`config.mk`:
```
export PLATFORM = sky130hd
export DESIGN_NAME = windowed_sample_average
export DESIGN_NICKNAME = d
export VERILOG_FILES = /design/src/rtl/wsa_pkg.sv /design/src/rtl/wsa_ring.sv /design/src/rtl/wsa_divider.sv /design/src/rtl/windowed_sample_average.sv
export SDC_FILE = /design/constraint.sdc
export NUM_CORES = 1
export LEC_CHECK = 0
export ABC_AREA = 1
export BUFFER_PORTS_ARGS = -buffer_cell sky130_fd_sc_hd__buf_2
export CAP_MARGIN = 10
export CORE_MARGIN = 2
export CORE_UTILIZATION = 68
export CTS_CLUSTER_DIAMETER = 120
export DETAILED_ROUTE_END_ITERATION = 10
export PLACE_DENSITY = 0.85
export SLEW_MARGIN = 0
export SYNTH_ARGS = -nofsm -noshare
export SYNTH_HDL_FRONTEND = slang
export SYNTH_HIERARCHICAL = 1
export SYNTH_SLANG_ARGS = --single-unit
```
`constraint.sdc`:
```
create_clock -name clk -period 5.5 [get_ports clk]
set_input_delay 0.825 -clock clk [delete_from_list [all_inputs] [get_ports clk]]
set_output_delay 0.825 -clock clk [all_outputs]
set_load 0.01 [all_outputs]
```
`src/rtl/wsa_pkg.sv`:
```
// Shared constants and types for the windowed sample averager.
// Used by every module of the block; depends on nothing.
`default_nettype none

package wsa_pkg;

  localparam int WINDOW      = 50;
  localparam int SAMPLE_W    = 16;
  localparam int MEAN_W      = 16;
  localparam int HELD_W      = 6;
  localparam int SLOT_W      = (WINDOW > 1) ? $clog2(WINDOW) : 1;
  localparam int CNT_W       = $clog2(WINDOW + 1);
  localparam int TOTAL_W     = SAMPLE_W + CNT_W;
  localparam int STEP_W      = $clog2(TOTAL_W + 1);
  localparam int IN_TDATA_W  = 16;
  localparam int OUT_TDATA_W = 24;

  typedef enum logic [1:0] {
    ST_IDLE,
    ST_SUM,
    ST_DIV,
    ST_DONE
  } wsa_state_t;

endpackage

`default_nettype wire

```
`src/rtl/wsa_ring.sv`:
```
// Sample ring memory: one combined read and write access per cycle, read-first.
// Depends on wsa_pkg for depth and widths.
`default_nettype none

module wsa_ring (
  input  wire logic                          clk,
  input  wire logic                          acc_en,
  input  wire logic [wsa_pkg::SLOT_W-1:0]    addr,
  input  wire logic [wsa_pkg::SAMPLE_W-1:0]  wdata,
  output logic      [wsa_pkg::SAMPLE_W-1:0]  rdata
);
  import wsa_pkg::*;

  logic [SAMPLE_W-1:0] mem [WINDOW];
  logic [SAMPLE_W-1:0] rdata_r;

  always_ff @(posedge clk) begin
    if (acc_en) begin
      rdata_r    <= mem[addr];
      mem[addr]  <= wdata;
    end
  end

  assign rdata = rdata_r;

endmodule

`default_nettype wire

```
`src/rtl/wsa_divider.sv`:
```
// Restoring divider producing one quotient bit per cycle.
// Depends on wsa_pkg for the dividend and divisor widths.
`default_nettype none

module wsa_divider (
  input  wire logic                         clk,
  input  wire logic                         rst_n,
  input  wire logic                         start,
  input  wire logic [wsa_pkg::TOTAL_W-1:0]  dividend,
  input  wire logic [wsa_pkg::CNT_W-1:0]    divisor,
  output logic                              done,
  output logic      [wsa_pkg::TOTAL_W-1:0]  quotient
);
  import wsa_pkg::*;

  logic               busy_r;
  logic [STEP_W-1:0]  step_r;
  logic [CNT_W-1:0]   rem_r;
  logic [CNT_W-1:0]   div_r;
  logic [TOTAL_W-1:0] quo_r;
  logic [CNT_W:0]     trial;
  logic [CNT_W:0]     diff;
  logic               ge;

  assign trial = {rem_r, quo_r[TOTAL_W-1]};
  assign diff  = trial - {1'b0, div_r};
  assign ge    = (trial >= {1'b0, div_r});

  always_ff @(posedge clk) begin
    if (!rst_n) begin
      busy_r <= 1'b0;
      step_r <= '0;
    end else if (start) begin
      busy_r <= 1'b1;
      step_r <= STEP_W'(TOTAL_W);
    end else if (busy_r) begin
      step_r <= step_r - STEP_W'(1);
      if (step_r == STEP_W'(1)) begin
        busy_r <= 1'b0;
      end
    end
  end

  always_ff @(posedge clk) begin
    if (start) begin
      quo_r <= dividend;
      div_r <= divisor;
      rem_r <= '0;
    end else if (busy_r) begin
      quo_r <= {quo_r[TOTAL_W-2:0], ge};
      rem_r <= ge ? diff[CNT_W-1:0] : trial[CNT_W-1:0];
    end
  end

  assign done     = busy_r && (step_r == STEP_W'(1));
  assign quotient = quo_r;

endmodule

`default_nettype wire

```
`src/rtl/windowed_sample_average.sv`:
```
// Windowed sample averager: mean of the last WINDOW samples, one result per item.
// Each accepted item passes the states SUM, DIV and DONE; one item is in flight at a time.
// Throughput is set by the 22-step iterative divider; no new item is taken until DONE is left.
// The next item is accepted while a finished result still waits in the output register.
// Reset is synchronous: control, slot, count and total clear; the ring is not cleared.
`default_nettype none

module windowed_sample_average (
  input  wire logic                             clk,
  input  wire logic                             rst_n,
  input  wire logic                             in_tvalid,
  output logic                                  in_tready,
  input  wire logic [wsa_pkg::IN_TDATA_W-1:0]   in_tdata,   // [15:0] sample_volts
  output logic                                  out_tvalid,
  input  wire logic                             out_tready,
  output logic      [wsa_pkg::OUT_TDATA_W-1:0]  out_tdata   // [15:0] mean_volts, [21:16] samples_held
);
  import wsa_pkg::*;

  wsa_state_t          state_r, state_nxt;
  logic [SLOT_W-1:0]   slot_r;
  logic [CNT_W-1:0]    count_r;
  logic [TOTAL_W-1:0]  total_r, total_nxt;
  logic [SAMPLE_W-1:0] sample_r;
  logic                was_full_r;
  logic                out_valid_r;
  logic [MEAN_W-1:0]   mean_r;
  logic [HELD_W-1:0]   held_r;
  logic                accept;
  logic                div_start;
  logic                load_out;
  logic                div_done;
  logic [TOTAL_W-1:0]  quotient;
  logic [SAMPLE_W-1:0] old_sample;
  logic [TOTAL_W-1:0]  drop;

  assign accept = in_tvalid && in_tready;

  wsa_ring u_ring (
    .clk    (clk),
    .acc_en (accept),
    .addr   (slot_r),
    .wdata  (in_tdata[SAMPLE_W-1:0]),
    .rdata  (old_sample)
  );

  assign drop      = was_full_r ? TOTAL_W'(old_sample) : '0;
  assign total_nxt = total_r - drop + TOTAL_W'(sample_r);

  wsa_divider u_div (
    .clk      (clk),
    .rst_n    (rst_n),
    .start    (div_start),
    .dividend (total_nxt),
    .divisor  (count_r),
    .done     (div_done),
    .quotient (quotient)
  );

  always_comb begin
    state_nxt = state_r;
    unique case (state_r)
      ST_IDLE: if (accept) state_nxt = ST_SUM;
      ST_SUM:  state_nxt = ST_DIV;
      ST_DIV:  if (div_done) state_nxt = ST_DONE;
      ST_DONE: if (!out_valid_r || out_tready) state_nxt = ST_IDLE;
      default: state_nxt = ST_IDLE;
    endcase
  end

  always_comb begin
    in_tready = (state_r == ST_IDLE);
    div_start = (state_r == ST_SUM);
    load_out  = (state_r == ST_DONE) && (!out_valid_r || out_tready);
  end

  always_ff @(posedge clk) begin
    if (!rst_n) begin
      state_r     <= ST_IDLE;
      slot_r      <= '0;
      count_r     <= '0;
      total_r     <= '0;
      out_valid_r <= 1'b0;
    end else begin
      state_r <= state_nxt;
      if (accept) begin
        slot_r <= (slot_r == SLOT_W'(WINDOW - 1)) ? '0 : slot_r + SLOT_W'(1);
        if (count_r != CNT_W'(WINDOW)) begin
          count_r <= count_r + CNT_W'(1);
        end
      end
      if (div_start) begin
        total_r <= total_nxt;
      end
      if (load_out) begin
        out_valid_r <= 1'b1;
      end else if (out_tready) begin
        out_valid_r <= 1'b0;
      end
    end
  end

  always_ff @(posedge clk) begin
    if (accept) begin
      sample_r   <= in_tdata[SAMPLE_W-1:0];
      was_full_r <= (count_r == CNT_W'(WINDOW));
    end
    if (load_out) begin
      mean_r <= MEAN_W'(quotient);
      held_r <= HELD_W'(count_r);
    end
  end

  assign out_tvalid = out_valid_r;
  assign out_tdata  = {(OUT_TDATA_W - MEAN_W - HELD_W)'(0), held_r, mean_r};

endmodule

`default_nettype wire

```
; ---- Yosys cells after proc, flatten, opt, wreduce, memory -nomap -nowiden
; Memories as Yosys holds them, arrays and structs flattened. A register that Yosys moved wholly into a read port is not among the register bits.
; Cells that the tools add are included.
[word_totals]
ff_bits = 116
ram_bits = 800
output_inout_bits = 26
elab_cells = 63
mem_count = 1
[mem_list]
columns = name, depth, width, rd, rd_ports_with_merged_regs, wr, line_no
row1 = u_ring.mem, 50, 16, 1, 1, 1, wsa_ring.sv:14  ; logic [SAMPLE_W-1:0] mem [WINDOW];
[op_classes]
add_sub_neg = 6
magnitude_cmp = 1
n_eq_ne = 10
muxes = 18
bitwise = 1
n_reduce_logical = 11
[ops]
columns = cell, n
row1 = two-way mux 22 bit, 2
row2 = adder 22 x 16 -> 22 bit, 1
row3 = subtractor 22 x 16 -> 22 bit, 1
row4 = two-way mux 16 bit, 1
row5 = adder 6 x 1 -> 6 bit (second input constant), 2
row6 = == test 6 bit (second input constant), 2
row7 = two-way mux 6 bit, 2
row8 = two-way mux 5 bit, 2
row9 = one-hot mux 2 bit (4 select lines), 1
row10 = >= comparator 7 x 6 -> 1 bit, 1
row11 = two-way mux 1 bit, 7
row12 = two-way mux 2 bit, 3
row13 = inequality test 6 bit (second input constant), 1
row14 = subtractor 6 bit, 1
row15 = == test 5 x 1 -> 1 bit (second input constant), 1
row16 = subtractor 5 x 1 -> 5 bit (second input constant), 1
row17 = == test 2 bit (second input constant), 2
row18 = inequality test 2 x 1 -> 1 bit (second input constant), 2
row19 = nonzero test 2 bit, 2
row20 = logical AND 1 bit, 3
row21 = AND reduction 3 bit, 1
row22 = == test 2 x 1 -> 1 bit (second input constant), 1
row23 = zero test 2 bit, 1
row24 = inequality test 2 bit (second input constant), 1
row25 = other kinds (5), 5

; ---- Logic depth before layout (Yosys ltp)
[depth]
depth_word = 4
ltp_mapped = 19
mapped_depth_nobuf = 18

; ---- Hierarchy
; The synthesis kept the hierarchy.
[by_module_without_submodules]
columns = mod, n_inst, cells_per_inst, area_per_inst_um2, seq_area_each_um2
row1 = wsa_ring, 1, 3296, 34242.8, 24503.5
row2 = windowed_sample_average, 1, 670, 4952.2, 1911.8
row3 = wsa_divider, 1, 238, 2070.7, 1081.0

; ---- Worst setup path before layout
; OpenSTA, ideal clock, no wires.
[synth_path]
path_type = input port to flip-flop
startpoint = input in_tvalid
endpoint = memory u_ring.mem[32][0], enable pin
arrival_time_ps = 3433
required_time_ps = 5070
setup_slack_ps = 1637
cell_stages = 5
n_path_buf = 1
path_cell_list = nand2_1 inv_2 clkbuf_1 inv_1 nor4_1
[synth_between]
elab_chain_cells = 3
[synth_rtl]
columns = item, line_no
row1 = from (decl), windowed_sample_average.sv:11  ; input wire logic in_tvalid,
row2 = logical AND 1 bit, windowed_sample_average.sv:37  ; assign accept = in_tvalid && in_tready;
row3 = net accept, windowed_sample_average.sv:29  ; logic accept;
row4 = two-way mux 1 bit, wsa_ring.sv:18  ; if (acc_en) begin
row5 = two-way mux 1 bit (not written as such), wsa_ring.sv:20  ; mem[addr] <= wdata;
row6 = to (decl), wsa_ring.sv:14
; The timed path passes the listed nets, and every way through them passes these cells.

==> flow_summary_export.csv <==
group,metric,value,unit
outcome,status,"finished clean",
timing,maxSlewHeadroom,16.33,%
timing,fmax,282.0,MHz
die,io_pins,46,
die,row_count,90,
grt,grt_max_degree,181,
route,vias_per_cell,5.918,
critical_path,r2r_setup_slack,1.95,ns
grt,grt_pass1_wl,160700,microns
route,vias,30127,
cts,postCtsSetupBuffers,0,
die,initial_core_util,68.62,%
grt,grt_pass1_vias,29514,
critical_path,worst_path_max_delay_cell,"dfxtp_4",
timing,finalClockSkew,0.02665,ns
pwr,vdd_ir_drop_max,388.2,uV
cts,cts_root_buf,"clkbuf_16",
placement,hpwl,56970,microns
layout,drive_gt1_share,7.009,%
grt,met1_usage,42.92,%
timing,final-max-slew-violation-count,0,
layout,fin_cells,5091,
grt,track_usage,33.66,%
critical_path,ff2ff_path_depth,10,
layout,area_delta_synth_final,9.800,%
layout,diodes,0,
grt,grt_use_met2,54.23,%
critical_path,max_stage_delay,0.73,ns
yosys,synth_area,0.04127,sq mm
grt,overflow,0,
route,ant_nets,0,
layout,final_cell_mix,"nand2_1, edfxtp_1, inv_1",
cts,htreeDepth,3,
min_path,min_delay_path_depth,0,
grt,use_met3,6.121,%
route,wl,105100,microns
cts,cts_sinks,932,
cts,ctsResizeCount,0,
route,avgRoutedWirePerCell,20.64,microns
layout,fillers,3699,
die,die-area,0.06267,sq mm
timing,worst_pin_slew,1.255,ns
placement,placed_area,0.04207,sq mm
cts,insertion_delay,0.66,ns
layout,layout_commonest_cell,"nand2_1",
timing,finalCritPeriodShare,64.48,%
layout,final_cell_area,0.04531,sq mm
yosys,ys_ff_latch,932,
timing,whs,0.4494,ns
route,drt-initial-drc-count,4068,
placement,dp.cells,4916,
critical_path,arrival,4.06,ns
critical_path,cp.depth,10,
placement,gp_congestion,0.9101,
job,max-cap-violations,0,
cts,cts_tree,"done",
critical_path,cp-startpoint,"slot_r[0]$_SDFFE_PN0P_",
grt,busiest_layer,"met2",
timing,rsz0062_at_grt,"no",
layout,nets,4306,
critical_path,cp_cell_sequence,"buf_12, buf_4, nand2_1, nand2_1, nand2_1, nand2_1, nand2_1, a21oi_1, nor2_1, nand2_1",
yosys,async_flop_share,0,%
cts,path_clk_slew,0.06,ns
yosys,yosysSeqAreaShare,66.63,%
die,core_area,0.06013,sq mm
yosys,synth-main-ff-cell,"edfxtp_1",
yosys,synth_edf_count,883,
critical_path,required,6.02,ns
critical_path,start_kind,"flop",
layout,finish.utilization,75.35,%
placement,numPortBuffers,43,
pwr,cellPowerDensity,487.0,mW/mm^2
critical_path,endpoint,"u_ring/rdata[0]$_DFFE_PP_",
die,die_x,250.3,microns
critical_path,end_kind,"flop",
timing,setup-tns-final,0,ns
route,first_pass_iters,7,
critical_path,critical_path_peak_fanout,180,
yosys,synth.distinct_cells,47,
timing,post-route-min-period,3.546,ns
cts,ctsHoldBuffers,0,
critical_path,crit_buf_inv,2,
yosys,syn-instance-count,4204,
cts,cts_max_path_buffers,3,
yosys,yosys_warnings,6,
min_path,hp-class,"reg -> reg",
grt,antenna_found_initial,0,
critical_path,r2r_start,"slot_r[0]$_SDFFE_PN0P_",
route,drc,0,
die,die_h,250.3,microns
cts,cts-buffers-inserted,94,
critical_path,critPathKind,"reg -> reg",
timing,hold_viol,0,
critical_path,crit_top_cell,"nand2_1",
pwr,p_leak,19.52,nW
timing,setup-violations-final,0,
yosys,avgSynthCellArea,9.816,sq um
critical_path,path_delay_family,"buffers and inverters",
critical_path,r2r-end,"u_ring/rdata[0]$_DFFE_PP_",
## synth_stat cells, types with 6 or more instances
| library cell | instances | area share [%] |
|---|---|---|
| buf_6 | 8 | 0.22 |
| inv_2 | 13 | 0.12 |
| ha_1 | 39 | 1.2 |
| nand2_2 | 7 | 0.11 |
| nor2_1 | 173 | 1.6 |
| buf_4 | 28 | 0.51 |
| fa_1 | 17 | 0.82 |
| xor2_1 | 10 | 0.21 |
| nand2_1 | 2380 | 22 |
| nand3_1 | 57 | 0.69 |
| buf_2 | 103 | 1.2 |
| edfxtp_1 | 883 | 64 |
| nand4_1 | 9 | 0.14 |
| o21ai_1 | 6 | 0.073 |
| inv_1 | 228 | 2.1 |
| a21oi_1 | 54 | 0.65 |
| dfxtp_1 | 49 | 2.4 |
| clkbuf_1 | 26 | 0.24 |
| o21ai_0 | 34 | 0.41 |
| buf_1 | 14 | 0.13 |
| nor3_1 | 8 | 0.097 |
## stage by stage
step | power (mW) | setup WS, ns
2_1_floorplan | 13.43 | 1.637
3_3_place_gp | 15.01 | 2.119
3_5_place_dp | 15.24 | 2.154
4_1_cts | 21.96 | 2.147
5_1_grt | 23.15 | 1.821
6_report | 22.07 | 1.954
## state kept, by name (all words and copies together) (netlist names)
register,count
u_ring/mem,800
total_r,22
u_div/quotient,22
mean_r,16
sample_r,16
u_ring/rdata,16
count_r,6
held_r,6
slot_r,6
u_div/div_r,6
u_div/rem_r,6
u_div/step_r,5
state_r,2
out_tvalid,1
u_div/busy_r,1
was_full_r,1
## worst min-delay path by stage
stage,from,to,slack (ns)
2_1_floorplan,u_div/quotient[0]$_DFFE_PP_,mean_r[0]$_DFFE_PP_,0.43
3_3_place_gp,u_div/quotient[10]$_DFFE_PP_,mean_r[10]$_DFFE_PP_,0.43
3_5_place_dp,u_div/quotient[8]$_DFFE_PP_,mean_r[8]$_DFFE_PP_,0.44
4_1_cts,u_div/quotient[10]$_DFFE_PP_,mean_r[10]$_DFFE_PP_,0.45
5_1_grt,u_div/quotient[10]$_DFFE_PP_,mean_r[10]$_DFFE_PP_,0.46
6_report,u_div/quotient[10]$_DFFE_PP_,mean_r[10]$_DFFE_PP_,0.45
## area by class of cell
type,count,area (sq um),area share (%)
flip-flops and latches,932,27510,60.71
multi-input cells,2853,11930,26.33
repair buffers,108,735.7,1.624
clock buffers,115,2514,5.548
well taps,782,978.4,2.159
clock inverters,60,728.2,1.607
inverters,241,917.1,2.024
## power breakdown
group | leakage, nW | switching, mW | internal (mW) | total [mW]
Combinational | 9.55 | 4.89 | 1.92 | 6.81
Sequential | 8.38 | 0.280 | 8.30 | 8.58
Clock | 1.59 | 2.67 | 4.01 | 6.68
## per-layer routing
layer,share of wire (%),wire length (microns)
met1,35,36990
met2,47,49590
met3,11,11650
met4,6.5,6818
met5,0,0
## kinds of logic after synthesis
kind of cell,Yosys count,synth area share [%]
flip-flops,932,66.63
AO/OA/AOI/OAI,115,1.525
XOR/XNOR,12,0.2547
AND/OR/NAND/NOR,2668,25.04
other,1,0.009087
buffers and inverters,420,4.533
adder cells (fa/ha/maj),56,2.007
Power figures use the tool's default switching activity.
